### src/rtl/core/tds_pkg.sv
`timescale 1ns / 1ps

package tds_pkg;

  // Field widths of one word on each channel
  localparam int TASK_ID_W = 4;
  localparam int PRIO_W    = 7;
  localparam int TIME_W    = 8;
  localparam int ARR_W     = 32;
  localparam int KIND_W    = 2;
  localparam int STATUS_W  = 3;
  localparam int CFG_IDX_W = 1;
  localparam int CFG_DAT_W = 8;

  // Command queue between front and back (power of two)
  localparam int QUEUE_DEPTH = 2;

  localparam logic [TIME_W-1:0] QUANTUM_RESET = 8'd10;

  // Input kinds
  localparam logic [KIND_W-1:0] KIND_LOAD     = 2'd0;
  localparam logic [KIND_W-1:0] KIND_DISPATCH = 2'd1;
  localparam logic [KIND_W-1:0] KIND_CLEAR    = 2'd2;

  // Result status codes
  localparam logic [STATUS_W-1:0] STAT_SLICE  = 3'd0;
  localparam logic [STATUS_W-1:0] STAT_LOADED = 3'd1;
  localparam logic [STATUS_W-1:0] STAT_FULL   = 3'd2;
  localparam logic [STATUS_W-1:0] STAT_EMPTY  = 3'd3;
  localparam logic [STATUS_W-1:0] STAT_CLEAR  = 3'd4;

  // Configuration register indexes
  localparam logic [CFG_IDX_W-1:0] REG_POLICY  = 1'b0;
  localparam logic [CFG_IDX_W-1:0] REG_QUANTUM = 1'b1;

  typedef enum logic [1:0] {
    POL_ARRIVAL = 2'd0,
    POL_BURST   = 2'd1,
    POL_PRIO    = 2'd2,
    POL_RR      = 2'd3
  } policy_t;

  typedef enum logic [1:0] {
    OP_LOAD,
    OP_DISPATCH,
    OP_CLEAR
  } op_t;

  typedef struct packed {
    logic [TASK_ID_W-1:0] id;
    logic [PRIO_W-1:0]    prio;
    logic [TIME_W-1:0]    rem;
    logic [ARR_W-1:0]     arr;
  } task_t;

  typedef struct packed {
    op_t   op;
    task_t tsk;
  } cmd_t;

  // Sort key of a task under a policy, zero extended to the widest key
  function automatic logic [ARR_W-1:0] key_of(task_t t, policy_t p);
    logic [ARR_W-1:0] k;
    case (p)
      POL_BURST: k = ARR_W'(t.rem);
      POL_PRIO:  k = ARR_W'(t.prio);
      default:   k = t.arr;
    endcase
    return k;
  endfunction

endpackage

### src/rtl/core/tds_if.sv
`timescale 1ns / 1ps

// Task words into the scheduler
interface tds_in_if;
  logic                            valid;
  logic                            ready;
  logic [tds_pkg::KIND_W-1:0]      kind;
  logic [tds_pkg::TASK_ID_W-1:0]   task_id;
  logic [tds_pkg::PRIO_W-1:0]      priority_req;
  logic [tds_pkg::TIME_W-1:0]      burst;
  logic [tds_pkg::ARR_W-1:0]       arrival;

  modport source (output valid, kind, task_id, priority_req, burst, arrival, input ready);
  modport sink   (input valid, kind, task_id, priority_req, burst, arrival, output ready);
endinterface

// Result words out of the scheduler
interface tds_out_if;
  logic                            valid;
  logic                            ready;
  logic [tds_pkg::STATUS_W-1:0]    status;
  logic [tds_pkg::TASK_ID_W-1:0]   run_id;
  logic [tds_pkg::TIME_W-1:0]      ran;
  logic [tds_pkg::TIME_W-1:0]      remaining;
  logic                            finished;

  modport source (output valid, status, run_id, ran, remaining, finished, input ready);
  modport sink   (input valid, status, run_id, ran, remaining, finished, output ready);
endinterface

// Configuration register writes
interface tds_cfg_if;
  logic                            valid;
  logic                            ready;
  logic [tds_pkg::CFG_IDX_W-1:0]   index;
  logic [tds_pkg::CFG_DAT_W-1:0]   data;

  modport source (output valid, index, data, input ready);
  modport sink   (input valid, index, data, output ready);
endinterface

### src/rtl/core/tds_front.sv
`timescale 1ns / 1ps

// Accepts input words, classifies them and holds one command for the queue
module tds_front (
  input  logic          clk,
  input  logic          rst,
  tds_in_if.sink        in_ch,
  output logic          cmd_valid,
  output tds_pkg::cmd_t cmd,
  input  logic          cmd_ready
);

  logic          slot_valid;
  logic          kind_ok;
  tds_pkg::op_t  op_dec;
  logic          take;

  assign in_ch.ready = !slot_valid || cmd_ready;
  assign take        = in_ch.valid && in_ch.ready;
  assign cmd_valid   = slot_valid;

  // Decode kind; the unused code is dropped without a result
  always_comb begin
    kind_ok = in_ch.kind inside {tds_pkg::KIND_LOAD, tds_pkg::KIND_DISPATCH,
                                 tds_pkg::KIND_CLEAR};
    case (in_ch.kind)
      tds_pkg::KIND_LOAD:     op_dec = tds_pkg::OP_LOAD;
      tds_pkg::KIND_DISPATCH: op_dec = tds_pkg::OP_DISPATCH;
      default:                op_dec = tds_pkg::OP_CLEAR;
    endcase
  end

  // Command slot
  always_ff @(posedge clk) begin
    if (rst) begin
      slot_valid <= 1'b0;
    end else if (take) begin
      slot_valid <= kind_ok;
    end else if (cmd_ready) begin
      slot_valid <= 1'b0;
    end
    if (take) begin
      cmd.op       <= op_dec;
      cmd.tsk.id   <= in_ch.task_id;
      cmd.tsk.prio <= in_ch.priority_req;
      cmd.tsk.rem  <= in_ch.burst;
      cmd.tsk.arr  <= in_ch.arrival;
    end
  end

endmodule

### src/rtl/core/tds_queue.sv
`timescale 1ns / 1ps

// Short command FIFO between the front and the back
module tds_queue (
  input  logic          clk,
  input  logic          rst,
  input  logic          push_valid,
  input  tds_pkg::cmd_t push_cmd,
  output logic          push_ready,
  output logic          pop_valid,
  output tds_pkg::cmd_t pop_cmd,
  input  logic          pop_ready
);

  localparam int PW = (tds_pkg::QUEUE_DEPTH > 1) ? $clog2(tds_pkg::QUEUE_DEPTH) : 1;
  localparam int LW = $clog2(tds_pkg::QUEUE_DEPTH + 1);

  tds_pkg::cmd_t slots [tds_pkg::QUEUE_DEPTH];
  logic [PW-1:0] wr_ptr;
  logic [PW-1:0] rd_ptr;
  logic [LW-1:0] level;
  logic          push;
  logic          pop;

  assign push_ready = level != LW'(tds_pkg::QUEUE_DEPTH);
  assign pop_valid  = level != '0;
  assign push       = push_valid && push_ready;
  assign pop        = pop_valid && pop_ready;
  assign pop_cmd    = slots[rd_ptr];

  // Pointers and fill level
  always_ff @(posedge clk) begin
    if (rst) begin
      wr_ptr <= '0;
      rd_ptr <= '0;
      level  <= '0;
    end else begin
      if (push) wr_ptr <= wr_ptr + 1'b1;
      if (pop)  rd_ptr <= rd_ptr + 1'b1;
      case ({push, pop})
        2'b10:   level <= level + 1'b1;
        2'b01:   level <= level - 1'b1;
        default: level <= level;
      endcase
    end
  end

  // Storage
  always_ff @(posedge clk) begin
    if (push) slots[wr_ptr] <= push_cmd;
  end

endmodule

### src/rtl/core/tds_back.sv
`timescale 1ns / 1ps

// Executes commands against the sorted task table and registers the result
module tds_back #(
  parameter int MAX_TASKS = 16
) (
  input  logic                                 clk,
  input  logic                                 rst,
  input  tds_pkg::policy_t                     policy,
  input  logic [tds_pkg::TIME_W-1:0]           quantum,
  input  logic                                 cmd_valid,
  input  tds_pkg::cmd_t                        cmd,
  output logic                                 cmd_ready,
  tds_out_if.source                            out_ch,
  output logic [$clog2(MAX_TASKS+1)-1:0]       count
);

  localparam int CW = $clog2(MAX_TASKS + 1);

  tds_pkg::task_t              tbl       [MAX_TASKS];
  tds_pkg::task_t              up_cell   [MAX_TASKS];
  tds_pkg::task_t              down_cell [MAX_TASKS];
  logic [MAX_TASKS-1:0]        hit;
  logic [MAX_TASKS-1:0]        below;
  logic [tds_pkg::ARR_W-1:0]   new_key;
  logic                        take;
  logic                        full;
  logic                        rr;
  logic [tds_pkg::TIME_W-1:0]  slice;
  logic [tds_pkg::TIME_W-1:0]  left;
  logic                        requeue;
  logic [CW-1:0]               last;
  tds_pkg::task_t              head_next;
  logic [tds_pkg::STATUS_W-1:0]  res_status;
  logic [tds_pkg::TASK_ID_W-1:0] res_run_id;
  logic [tds_pkg::TIME_W-1:0]    res_ran;
  logic [tds_pkg::TIME_W-1:0]    res_remaining;
  logic                          res_finished;

  assign cmd_ready = !out_ch.valid || out_ch.ready;
  assign take      = cmd_valid && cmd_ready;
  assign full      = count == CW'(MAX_TASKS);
  assign rr        = policy == tds_pkg::POL_RR;
  assign last      = count - 1'b1;

  // Neighbor taps for shifting the row up (insert) and down (dispatch)
  for (genvar g = 0; g < MAX_TASKS; g++) begin : g_cell
    if (g == 0) begin : g_first
      assign up_cell[g] = cmd.tsk;
    end else begin : g_up
      assign up_cell[g] = tbl[g-1];
    end
    if (g == MAX_TASKS - 1) begin : g_last
      assign down_cell[g] = tbl[g];
    end else begin : g_down
      assign down_cell[g] = tbl[g+1];
    end
  end

  // Insert position: first used cell with a larger key, else the fill point
  always_comb begin
    new_key = tds_pkg::key_of(cmd.tsk, policy);
    for (int i = 0; i < MAX_TASKS; i++) begin
      hit[i] = ((CW'(i) < count) && (tds_pkg::key_of(tbl[i], policy) > new_key))
               || (CW'(i) == count);
    end
    for (int i = 0; i < MAX_TASKS; i++) begin
      below[i] = |(hit & ((MAX_TASKS'(1) << i) - MAX_TASKS'(1)));
    end
  end

  // Head slice for round robin
  always_comb begin
    slice     = (tbl[0].rem < quantum) ? tbl[0].rem : quantum;
    left      = tbl[0].rem - slice;
    requeue   = rr && (left != '0);
    head_next = tbl[0];
    head_next.rem = left;
  end

  // Result fields for the command at the queue head
  always_comb begin
    res_status    = tds_pkg::STAT_CLEAR;
    res_run_id    = '0;
    res_ran       = '0;
    res_remaining = '0;
    res_finished  = 1'b0;
    case (cmd.op)
      tds_pkg::OP_LOAD: begin
        res_status = full ? tds_pkg::STAT_FULL : tds_pkg::STAT_LOADED;
      end
      tds_pkg::OP_DISPATCH: begin
        if (count == '0) begin
          res_status = tds_pkg::STAT_EMPTY;
        end else begin
          res_status    = tds_pkg::STAT_SLICE;
          res_run_id    = tbl[0].id;
          res_ran       = rr ? slice : tbl[0].rem;
          res_remaining = rr ? left : '0;
          res_finished  = !requeue;
        end
      end
      default: res_status = tds_pkg::STAT_CLEAR;
    endcase
  end

  // Task table row
  always_ff @(posedge clk) begin
    if (take) begin
      case (cmd.op)
        tds_pkg::OP_LOAD: begin
          if (!full) begin
            for (int i = 0; i < MAX_TASKS; i++) begin
              if (hit[i] || below[i]) begin
                tbl[i] <= below[i] ? up_cell[i] : cmd.tsk;
              end
            end
          end
        end
        tds_pkg::OP_DISPATCH: begin
          if (count != '0) begin
            for (int i = 0; i < MAX_TASKS; i++) begin
              tbl[i] <= (requeue && (CW'(i) == last)) ? head_next : down_cell[i];
            end
          end
        end
        default: ;
      endcase
    end
  end

  // Fill count and result register
  always_ff @(posedge clk) begin
    if (rst) begin
      count        <= '0;
      out_ch.valid <= 1'b0;
    end else if (take) begin
      out_ch.valid <= 1'b1;
      case (cmd.op)
        tds_pkg::OP_LOAD: begin
          if (!full) count <= count + 1'b1;
        end
        tds_pkg::OP_DISPATCH: begin
          if ((count != '0) && !requeue) count <= last;
        end
        default: count <= '0;
      endcase
    end else if (out_ch.ready) begin
      out_ch.valid <= 1'b0;
    end
    if (take) begin
      out_ch.status    <= res_status;
      out_ch.run_id    <= res_run_id;
      out_ch.ran       <= res_ran;
      out_ch.remaining <= res_remaining;
      out_ch.finished  <= res_finished;
    end
  end

endmodule

### src/rtl/core/task_dispatch_scheduler_top.sv
`timescale 1ns / 1ps
// An accepted input word passes the front slot, the command queue and the table update
// in the back, which registers its result word together with the table change.
// Throughput: one word per cycle sustained while result words are taken (out_ch.ready).
// Reset (synchronous, rst high): table empty, queue empty, policy arrival order,
// quantum 10. Table contents are not cleared; only the fill count is.
module task_dispatch_scheduler_top #(
  parameter int MAX_TASKS = 16
) (
  input  logic      clk,
  input  logic      rst,
  tds_in_if.sink    in_ch,
  tds_out_if.source out_ch,
  tds_cfg_if.sink   cfg
);

  localparam int CNT_W = $clog2(MAX_TASKS + 1);

  tds_pkg::policy_t              policy;
  logic [tds_pkg::TIME_W-1:0]    quantum;
  logic                          f_valid;
  tds_pkg::cmd_t                 f_cmd;
  logic                          f_ready;
  logic                          q_valid;
  tds_pkg::cmd_t                 q_cmd;
  logic                          q_ready;
  logic [CNT_W-1:0]              count;

  assign cfg.ready = 1'b1;

  // Configuration registers
  always_ff @(posedge clk) begin
    if (rst) begin
      policy  <= tds_pkg::POL_ARRIVAL;
      quantum <= tds_pkg::QUANTUM_RESET;
    end else if (cfg.valid && cfg.ready) begin
      case (cfg.index)
        tds_pkg::REG_POLICY:  policy  <= tds_pkg::policy_t'(cfg.data[1:0]);
        tds_pkg::REG_QUANTUM: quantum <= cfg.data;
        default: ;
      endcase
    end
  end

  tds_front u_front (
    .clk       (clk),
    .rst       (rst),
    .in_ch     (in_ch),
    .cmd_valid (f_valid),
    .cmd       (f_cmd),
    .cmd_ready (f_ready)
  );

  tds_queue u_queue (
    .clk        (clk),
    .rst        (rst),
    .push_valid (f_valid),
    .push_cmd   (f_cmd),
    .push_ready (f_ready),
    .pop_valid  (q_valid),
    .pop_cmd    (q_cmd),
    .pop_ready  (q_ready)
  );

  tds_back #(
    .MAX_TASKS (MAX_TASKS)
  ) u_back (
    .clk       (clk),
    .rst       (rst),
    .policy    (policy),
    .quantum   (quantum),
    .cmd_valid (q_valid),
    .cmd       (q_cmd),
    .cmd_ready (q_ready),
    .out_ch    (out_ch),
    .count     (count)
  );

`ifndef SYNTH
  // Table never holds more tasks than it has cells
  a_count_bound: assert property (@(posedge clk) disable iff (rst)
    count <= CNT_W'(MAX_TASKS))
    else $error("task count exceeds table size");

  // An unfinished slice always leaves time on the task
  a_requeue_left: assert property (@(posedge clk) disable iff (rst)
    (out_ch.valid && (out_ch.status == tds_pkg::STAT_SLICE) && !out_ch.finished)
    |-> (out_ch.remaining != '0))
    else $error("task requeued with no time left");

  // Words other than a slice carry zero run fields
  a_nonslice_zero: assert property (@(posedge clk) disable iff (rst)
    (out_ch.valid && (out_ch.status != tds_pkg::STAT_SLICE))
    |-> ((out_ch.run_id == '0) && (out_ch.ran == '0) && (out_ch.remaining == '0)
         && !out_ch.finished))
    else $error("run fields set on a non-slice result");

  // A clear result leaves the table empty
  a_clear_empty: assert property (@(posedge clk) disable iff (rst)
    ($rose(out_ch.valid) && (out_ch.status == tds_pkg::STAT_CLEAR)) |-> (count == '0))
    else $error("table not empty after clear");
`endif

endmodule
### src/flat_wrapper.sv
// flat-port wrapper written by rule: the top's interface ports become plain ports
module task_dispatch_scheduler_top_flat 
#(
  parameter int MAX_TASKS = 16
)
  (clk, rst, in_ch_valid, in_ch_kind, in_ch_task_id, in_ch_priority_req, in_ch_burst, in_ch_arrival, in_ch_ready, out_ch_valid, out_ch_status, out_ch_run_id, out_ch_ran, out_ch_remaining, out_ch_finished, out_ch_ready, cfg_valid, cfg_index, cfg_data, cfg_ready);
  tds_in_if in_ch_i ();
  tds_out_if out_ch_i ();
  tds_cfg_if cfg_i ();
  input  logic clk;
  input  logic rst;
  input wire logic [$bits(in_ch_i.valid)-1:0] in_ch_valid;
  input wire logic [$bits(in_ch_i.kind)-1:0] in_ch_kind;
  input wire logic [$bits(in_ch_i.task_id)-1:0] in_ch_task_id;
  input wire logic [$bits(in_ch_i.priority_req)-1:0] in_ch_priority_req;
  input wire logic [$bits(in_ch_i.burst)-1:0] in_ch_burst;
  input wire logic [$bits(in_ch_i.arrival)-1:0] in_ch_arrival;
  output wire logic [$bits(in_ch_i.ready)-1:0] in_ch_ready;
  output wire logic [$bits(out_ch_i.valid)-1:0] out_ch_valid;
  output wire logic [$bits(out_ch_i.status)-1:0] out_ch_status;
  output wire logic [$bits(out_ch_i.run_id)-1:0] out_ch_run_id;
  output wire logic [$bits(out_ch_i.ran)-1:0] out_ch_ran;
  output wire logic [$bits(out_ch_i.remaining)-1:0] out_ch_remaining;
  output wire logic [$bits(out_ch_i.finished)-1:0] out_ch_finished;
  input wire logic [$bits(out_ch_i.ready)-1:0] out_ch_ready;
  input wire logic [$bits(cfg_i.valid)-1:0] cfg_valid;
  input wire logic [$bits(cfg_i.index)-1:0] cfg_index;
  input wire logic [$bits(cfg_i.data)-1:0] cfg_data;
  output wire logic [$bits(cfg_i.ready)-1:0] cfg_ready;
  assign in_ch_i.valid = in_ch_valid;
  assign in_ch_i.kind = in_ch_kind;
  assign in_ch_i.task_id = in_ch_task_id;
  assign in_ch_i.priority_req = in_ch_priority_req;
  assign in_ch_i.burst = in_ch_burst;
  assign in_ch_i.arrival = in_ch_arrival;
  assign in_ch_ready = in_ch_i.ready;
  assign out_ch_valid = out_ch_i.valid;
  assign out_ch_status = out_ch_i.status;
  assign out_ch_run_id = out_ch_i.run_id;
  assign out_ch_ran = out_ch_i.ran;
  assign out_ch_remaining = out_ch_i.remaining;
  assign out_ch_finished = out_ch_i.finished;
  assign out_ch_i.ready = out_ch_ready;
  assign cfg_i.valid = cfg_valid;
  assign cfg_i.index = cfg_index;
  assign cfg_i.data = cfg_data;
  assign cfg_ready = cfg_i.ready;
  task_dispatch_scheduler_top #(.MAX_TASKS(MAX_TASKS)) u_core (.clk(clk), .rst(rst), .in_ch(in_ch_i), .out_ch(out_ch_i), .cfg(cfg_i));
endmodule
### config.mk
export PLATFORM = sky130hd
export DESIGN_NAME = task_dispatch_scheduler_top_flat
export DESIGN_NICKNAME = d
export VERILOG_FILES = /design/src/rtl/core/tds_pkg.sv /design/src/rtl/core/tds_if.sv /design/src/rtl/core/tds_front.sv /design/src/rtl/core/tds_queue.sv /design/src/rtl/core/tds_back.sv /design/src/rtl/core/task_dispatch_scheduler_top.sv /design/src/flat_wrapper.sv
export SDC_FILE = /design/constraint.sdc
export NUM_CORES = 2
export LEC_CHECK = 0
export BUFFER_PORTS_ARGS = -buffer_cell sky130_fd_sc_hd__buf_2
export CORE_MARGIN = 10
export CORE_UTILIZATION = 40
export DETAILED_ROUTE_END_ITERATION = 16
export PLACE_DENSITY_LB_ADDON = 0.25
export SLEW_MARGIN = 25
export SYNTH_ARGS = -nofsm -noshare
export SYNTH_HDL_FRONTEND = slang
export SYNTH_SLANG_ARGS = --single-unit
### constraint.sdc
create_clock -name clk -period 19.55 [get_ports clk]
set_clock_uncertainty 0.15 [all_clocks]
set_input_delay 0.9775 -clock clk [delete_from_list [all_inputs] [get_ports clk]]
set_output_delay 0.9775 -clock clk [all_outputs]
set_load 0.02 [all_outputs]
==> results.txt <==
The die span in x was 446 µm; the data arrival time at the worst-slack endpoint was 10.47 ns. The pre-antenna-repair detailed-routing pass consisted of 6 iterations. The maximum number of pins on one net before global-route repair is 175, and the netlist area before placement is 72700 µm². The clock network burns 17.1% of the power. The peak supply drop is 0.183 mV, and the async set-or-reset flop fraction in the synthesized netlist is 0%. From synthesis to final layout, the design area changed by 10.1%. The total wire length is 321000 µm, and the count of placed standard cells including taps is 9295. Global routing used 30.9% of the available tracks across all layers. The count of unique library cells instantiated by Yosys came out at 86.

Walking the worst path, the cells encountered are inv_1 > ha_4 > buf_4 > buf_4 > nand2_1 > ha_1 > nand4_1 > nor2_1 > a2111oi_0 > nand3b_1 > nor3_1 > a211o_1 > and4b_1 > nand3_4 > buf_4 > nor4_2 > buf_4 > nand2b_4 > nand2_4. Headroom to the max-slew limit came out at 16.1%. Setup repair after global routing left no endpoint under its margin. The worst register-to-register path has a depth of 19. Summed over all nets, the switching power comes to 6.89 mW.

The via count of the first global-routing pass was 58900; the CTS buffer count was 119. The synthesized-area fraction occupied by ao, oa, aoi and oai cells is 15.8%. The HPWL after detailed placement is 218000 µm. Cells fill 44.3% of the core in the end. The synthesis-stage register bit count was 1021. Per report_power, the sequential group accounts for 27.9% of the total. Counting stages on the worst path, the most repeated cell is sky130_fd_sc_hd__buf_4. Synthesis handed over a netlist of 7250 instances. For the number of vias after detailed routing, the log shows 62600. The final critical path takes up 52.8% of the cycle.

The die span in y came out at 446 µm. The largest single stage delay on the critical path is 0.87 ns. For this run, design rule violations remaining after detail routing come to 0. The run finished with clean final reports.

The area after detailed placement was 75700 µm²; the max-slew violation count was 0. The count of nets left with antenna violations once routing finished came out at 0. For the required time of the worst setup path, the log shows 19.70 ns. The synthesized design contains 999 enable-type register cells. The worst register-to-register path ends at u_core.u_back.tbl[0][592]. For this design the static power due to leakage is 32.0 nW. The simple logic cell fraction of the synthesized area was 13.7%. Root buffer selected by CTS: sky130_fd_sc_hd__clkbuf_16. Once the floorplan was initialized, standard cells occupied 40.2% of the core.

The clock network latency to the later pin of the worst-skew pair is 0.82 ns. Counting every sink on the clock net gives 1021. The dominant register cell in the synthesized netlist is sky130_fd_sc_hd__edfxtp_1. Across all hold checks on the routed design, the worst slack comes to 0.176 ns. Clock slew at the register clock pins of the worst setup and hold paths: 0.07 ns.

The power density of the placed cells works out to 181 nW/µm². The dominant combinational cell family by area after synthesis is compound AO/OA/AOI/OAI gates. The synthesized area divided by synthesized cell count works out to 10.0 µm².

The first global-routing pass estimated 449000 µm of wire. The final-stage net count is 7636. After synthesis, the cell types taking the most area are sky130_fd_sc_hd__edfxtp_1 (41%), sky130_fd_sc_hd__mux2i_1 (14%), sky130_fd_sc_hd__ha_1 (9.0%). The Yosys step of the flow raised 0 warnings. The max-capacitance violation count is 0, and the final count of negative-setup-slack endpoints is 0.

Overall power consumption after layout is estimated at 14.5 mW. The sum of overflow across all layers after global routing was 0. In this run the worst hold path is classified as input port to register. The tools report the number of levels in the clock H-tree as 3. The tools report the start point of the worst hold path as in_ch_task_id[2]. The tools report the post-layout instance count excluding filler cells as 9530. The area share of the leading cell type in the synthesized netlist works out to 41.2%. No sink is reached through more buffers than the 3 on the longest clock path. Biggest fanout along the worst timing path: 60. STA classifies the critical path startpoint as a register.

Critical-path cell with the highest stage delay: sky130_fd_sc_hd__a2111oi_0. The global placement routability congestion came out at 1.08. The floorplan has 156 rows.

The synthesized design spends more area on one cell type than any other, namely sky130_fd_sc_hd__edfxtp_1. The share of cell area taken by muxes after synthesis was 15.8%; the worst slack after detailed placement was 9.69 ns. After floorplanning, the core was sized to cover 181000 µm². The post-route standard cell area excluding fillers was 80000 µm². For the final routed database, the setup TNS stands at 0 ns.

The sum of buffers and inverters on the critical path is 5, and the initial antenna violation count is 11. The I/O pin total is 94. The startpoint identified for the worst register-to-register timing path is u_core.policy[0]. The switching power share of the total works out to 47.6%. The sequential share of the synthesized area is 41.9%.

After the first detailed-routing iteration, the DRC count stood at 8923. The category of the most critical setup path is register to register. TritonCTS built the clock tree. Average wire per cell in the routed design: 33.7 µm. The power share of the combinational group is 55.0%. The actual slew at the worst max-slew pin works out to 1.24 ns. The internal power contribution is 7.57 mW. The upper clock frequency limit came out at 0.0969 GHz. The hold buffer count at CTS was 0; the count of buffers from port buffering was 92.

Using the TritonRoute via totals, the vias-per-cell ratio works out to 6.56. Across all setup checks in the final design, the least slack found is 9.23 ns. The hold violation total from the final report was 0. The worst hold path terminates at u_core.u_front.cmd[49]. The routed design could run at a clock period as short as 10.32 ns.

Grouping stages by cell kind, the critical path spends the most delay in simple AND/OR/NAND/NOR gates. The worst setup path is captured at a register. The worst hold path cell count was 1; the adder-cell share of the synthesized area was 8.99%. The tools report the post-CTS repair timing setup buffer count as 0.

The instance count on the critical path was 19; the area enclosed by the die boundary was 199000 µm². The worst register-to-register path has a setup slack of 9.23 ns. The run gives 0 as the number of gates resized after CTS. The tools report the startpoint of the most critical setup path as u_core.policy[0].

Synthesis produced a netlist with a net count of 7839. Of the cells placed in the final design, the portion with a size suffix greater than 1 is 9.72%. After Yosys synthesis, XOR and XNOR cells account for 0.373% of the synthesized area.
-- Yosys cell counts, drive strengths merged (5+ instances only) --
master / instances
buf: 115
xor2: 7
mux2i: 993
ha: 521
a21oi: 508
a211o: 10
a221o: 59
a22o: 19
mux2: 137
nand2b: 31
and4: 11
a22oi: 109
and2: 398
inv: 39
edfxtp: 999
nand3b: 6
nor3: 25
o21ai: 412
clkbuf: 464
a31oi: 102
or3: 11
nand4: 90
nand3: 58
o22ai: 9
nor2b: 18
xnor2: 24
o2111ai: 10
a21boi: 8
nor4: 19
o31ai: 8
a211oi: 217
nand2: 904
dfxtp: 22
or2: 7
a311oi: 5
a21o: 99
a2111oi: 6
o211ai: 110
and3: 113
a221oi: 12
nor2: 409
o221ai: 49
o21a: 25
-- placed cells by master (no fill, tap or decap), types with 13 or more instances in the layout --
| master | count |
|---|---|
| sky130_fd_sc_hd__edfxtp_1 | 999 |
| sky130_fd_sc_hd__mux2i_1 | 973 |
| sky130_fd_sc_hd__nand2_1 | 887 |
| sky130_fd_sc_hd__ha_1 | 519 |
| sky130_fd_sc_hd__a21oi_1 | 508 |
| sky130_fd_sc_hd__nor2_1 | 401 |
| sky130_fd_sc_hd__and2_1 | 395 |
| sky130_fd_sc_hd__o21ai_0 | 342 |
| sky130_fd_sc_hd__a211oi_1 | 216 |
| sky130_fd_sc_hd__buf_4 | 154 |
| sky130_fd_sc_hd__mux2_2 | 134 |
| sky130_fd_sc_hd__clkbuf_16 | 120 |
| sky130_fd_sc_hd__o211ai_1 | 110 |
| sky130_fd_sc_hd__a22oi_1 | 109 |
| sky130_fd_sc_hd__and3_1 | 106 |
| sky130_fd_sc_hd__a31oi_1 | 102 |
| sky130_fd_sc_hd__a21o_1 | 99 |
| sky130_fd_sc_hd__buf_2 | 92 |
| sky130_fd_sc_hd__nand4_1 | 90 |
| sky130_fd_sc_hd__o21ai_1 | 63 |
| sky130_fd_sc_hd__a221o_1 | 59 |
| sky130_fd_sc_hd__nand3_1 | 49 |
| sky130_fd_sc_hd__o221ai_1 | 49 |
| sky130_fd_sc_hd__inv_1 | 39 |
| sky130_fd_sc_hd__nand2b_1 | 28 |
| sky130_fd_sc_hd__clkinv_2 | 25 |
| sky130_fd_sc_hd__o21a_1 | 24 |
| sky130_fd_sc_hd__nor3_1 | 24 |
| sky130_fd_sc_hd__clkinv_1 | 24 |
| sky130_fd_sc_hd__xnor2_1 | 23 |
| sky130_fd_sc_hd__bufinv_16 | 22 |
| sky130_fd_sc_hd__dfxtp_1 | 21 |
| sky130_fd_sc_hd__mux2i_2 | 20 |
| sky130_fd_sc_hd__a22o_1 | 19 |
| sky130_fd_sc_hd__nor2b_1 | 16 |
| sky130_fd_sc_hd__nor4_1 | 16 |
| sky130_fd_sc_hd__nand2_4 | 13 |
-- how the worst max path moves through the flow --
stage                                      to  slack (ns)
floorplan           u_core.u_back.tbl[0][714]        9.56
global placement    u_core.u_back.tbl[0][591]        9.33
detailed placement  u_core.u_back.tbl[0][592]        9.69
CTS                 u_core.u_back.tbl[0][583]        9.67
global route        u_core.u_back.tbl[0][592]        9.29
finish              u_core.u_back.tbl[0][592]        9.23
-- routing by layer --
layer  vias up  wire (µm)  GRT usage [%]
li1      26900          -              -
met1     30900     126000           40.4
met2      3964     141000           47.4
met3       780      35200           7.82
met4        10      18500           15.6
met5         -        207          0.529
-- power groups by stage --
stage                     registers, mW  clock network, mW  logic (mW)
after global routing               4.07               2.56        8.38
final                              4.03               2.47        7.96
after global placement             4.03                  0        7.57
after floorplan                    3.83                  0        4.95
after CTS                          4.00               2.48        7.74
after detailed placement           4.04                  0        7.72
-- cells by family (layout without fill, tap and decap cells) --
family / count (synthesis) / in the layout
compound gates: 1810 / 1810
xor+xnor: 31 / 31
fa+ha+maj: 522 / 522
buf+inv: 618 / 521
flops: 1021 / 1021
mux: 1130 / 1130
other cells: 1 / 8
simple gates: 2117 / 2117
-- layout make-up --
type	count	area (µm²)
antenna	7	17.5
timing repair buffer	255	1790
sequential	1021	30400
multi-input combinational	5611	40400
fill	17200	101000
clock inverter	93	1140
inverter	39	146
tap	2370	2970
clock buffer	134	3100
-- sequential cells by signal (all words and copies together), names as in the netlist, named ones only --
| name | cells |
|---|---|
| u_core.u_queue.wr_ptr | 1 |
| u_core.u_back.out_ch.ran | 8 |
| u_core.u_back.tbl | 816 |
| u_core.u_back.out_ch.remaining | 8 |
| u_core.u_back.out_ch.status | 3 |
| u_core.u_front.cmd_valid | 1 |
| u_core.u_back.out_ch.valid | 1 |
| u_core.u_back.out_ch.finished | 1 |
| u_core.u_back.out_ch.run_id | 4 |
| u_core.u_queue.slots | 106 |
| u_core.u_back.count | 5 |
| u_core.u_queue.rd_ptr | 1 |
| u_core.quantum | 8 |
| u_core.u_front.cmd | 53 |
| u_core.policy | 2 |
| u_core.u_queue.level | 2 |
-- worst register-to-register path: cells and delay by family, from the launching register on --
kind / cells / cell delay [ns]
adder cells (fa/ha/maj): 2 / 1.29
AO/OA/AOI/OAI: 2 / 1.11
flip-flops: 1 / 0.40
AND/OR/NAND/NOR: 10 / 4.50
buffers and inverters: 5 / 2.29
No activity file was read; power rests on OpenSTA's default activity.
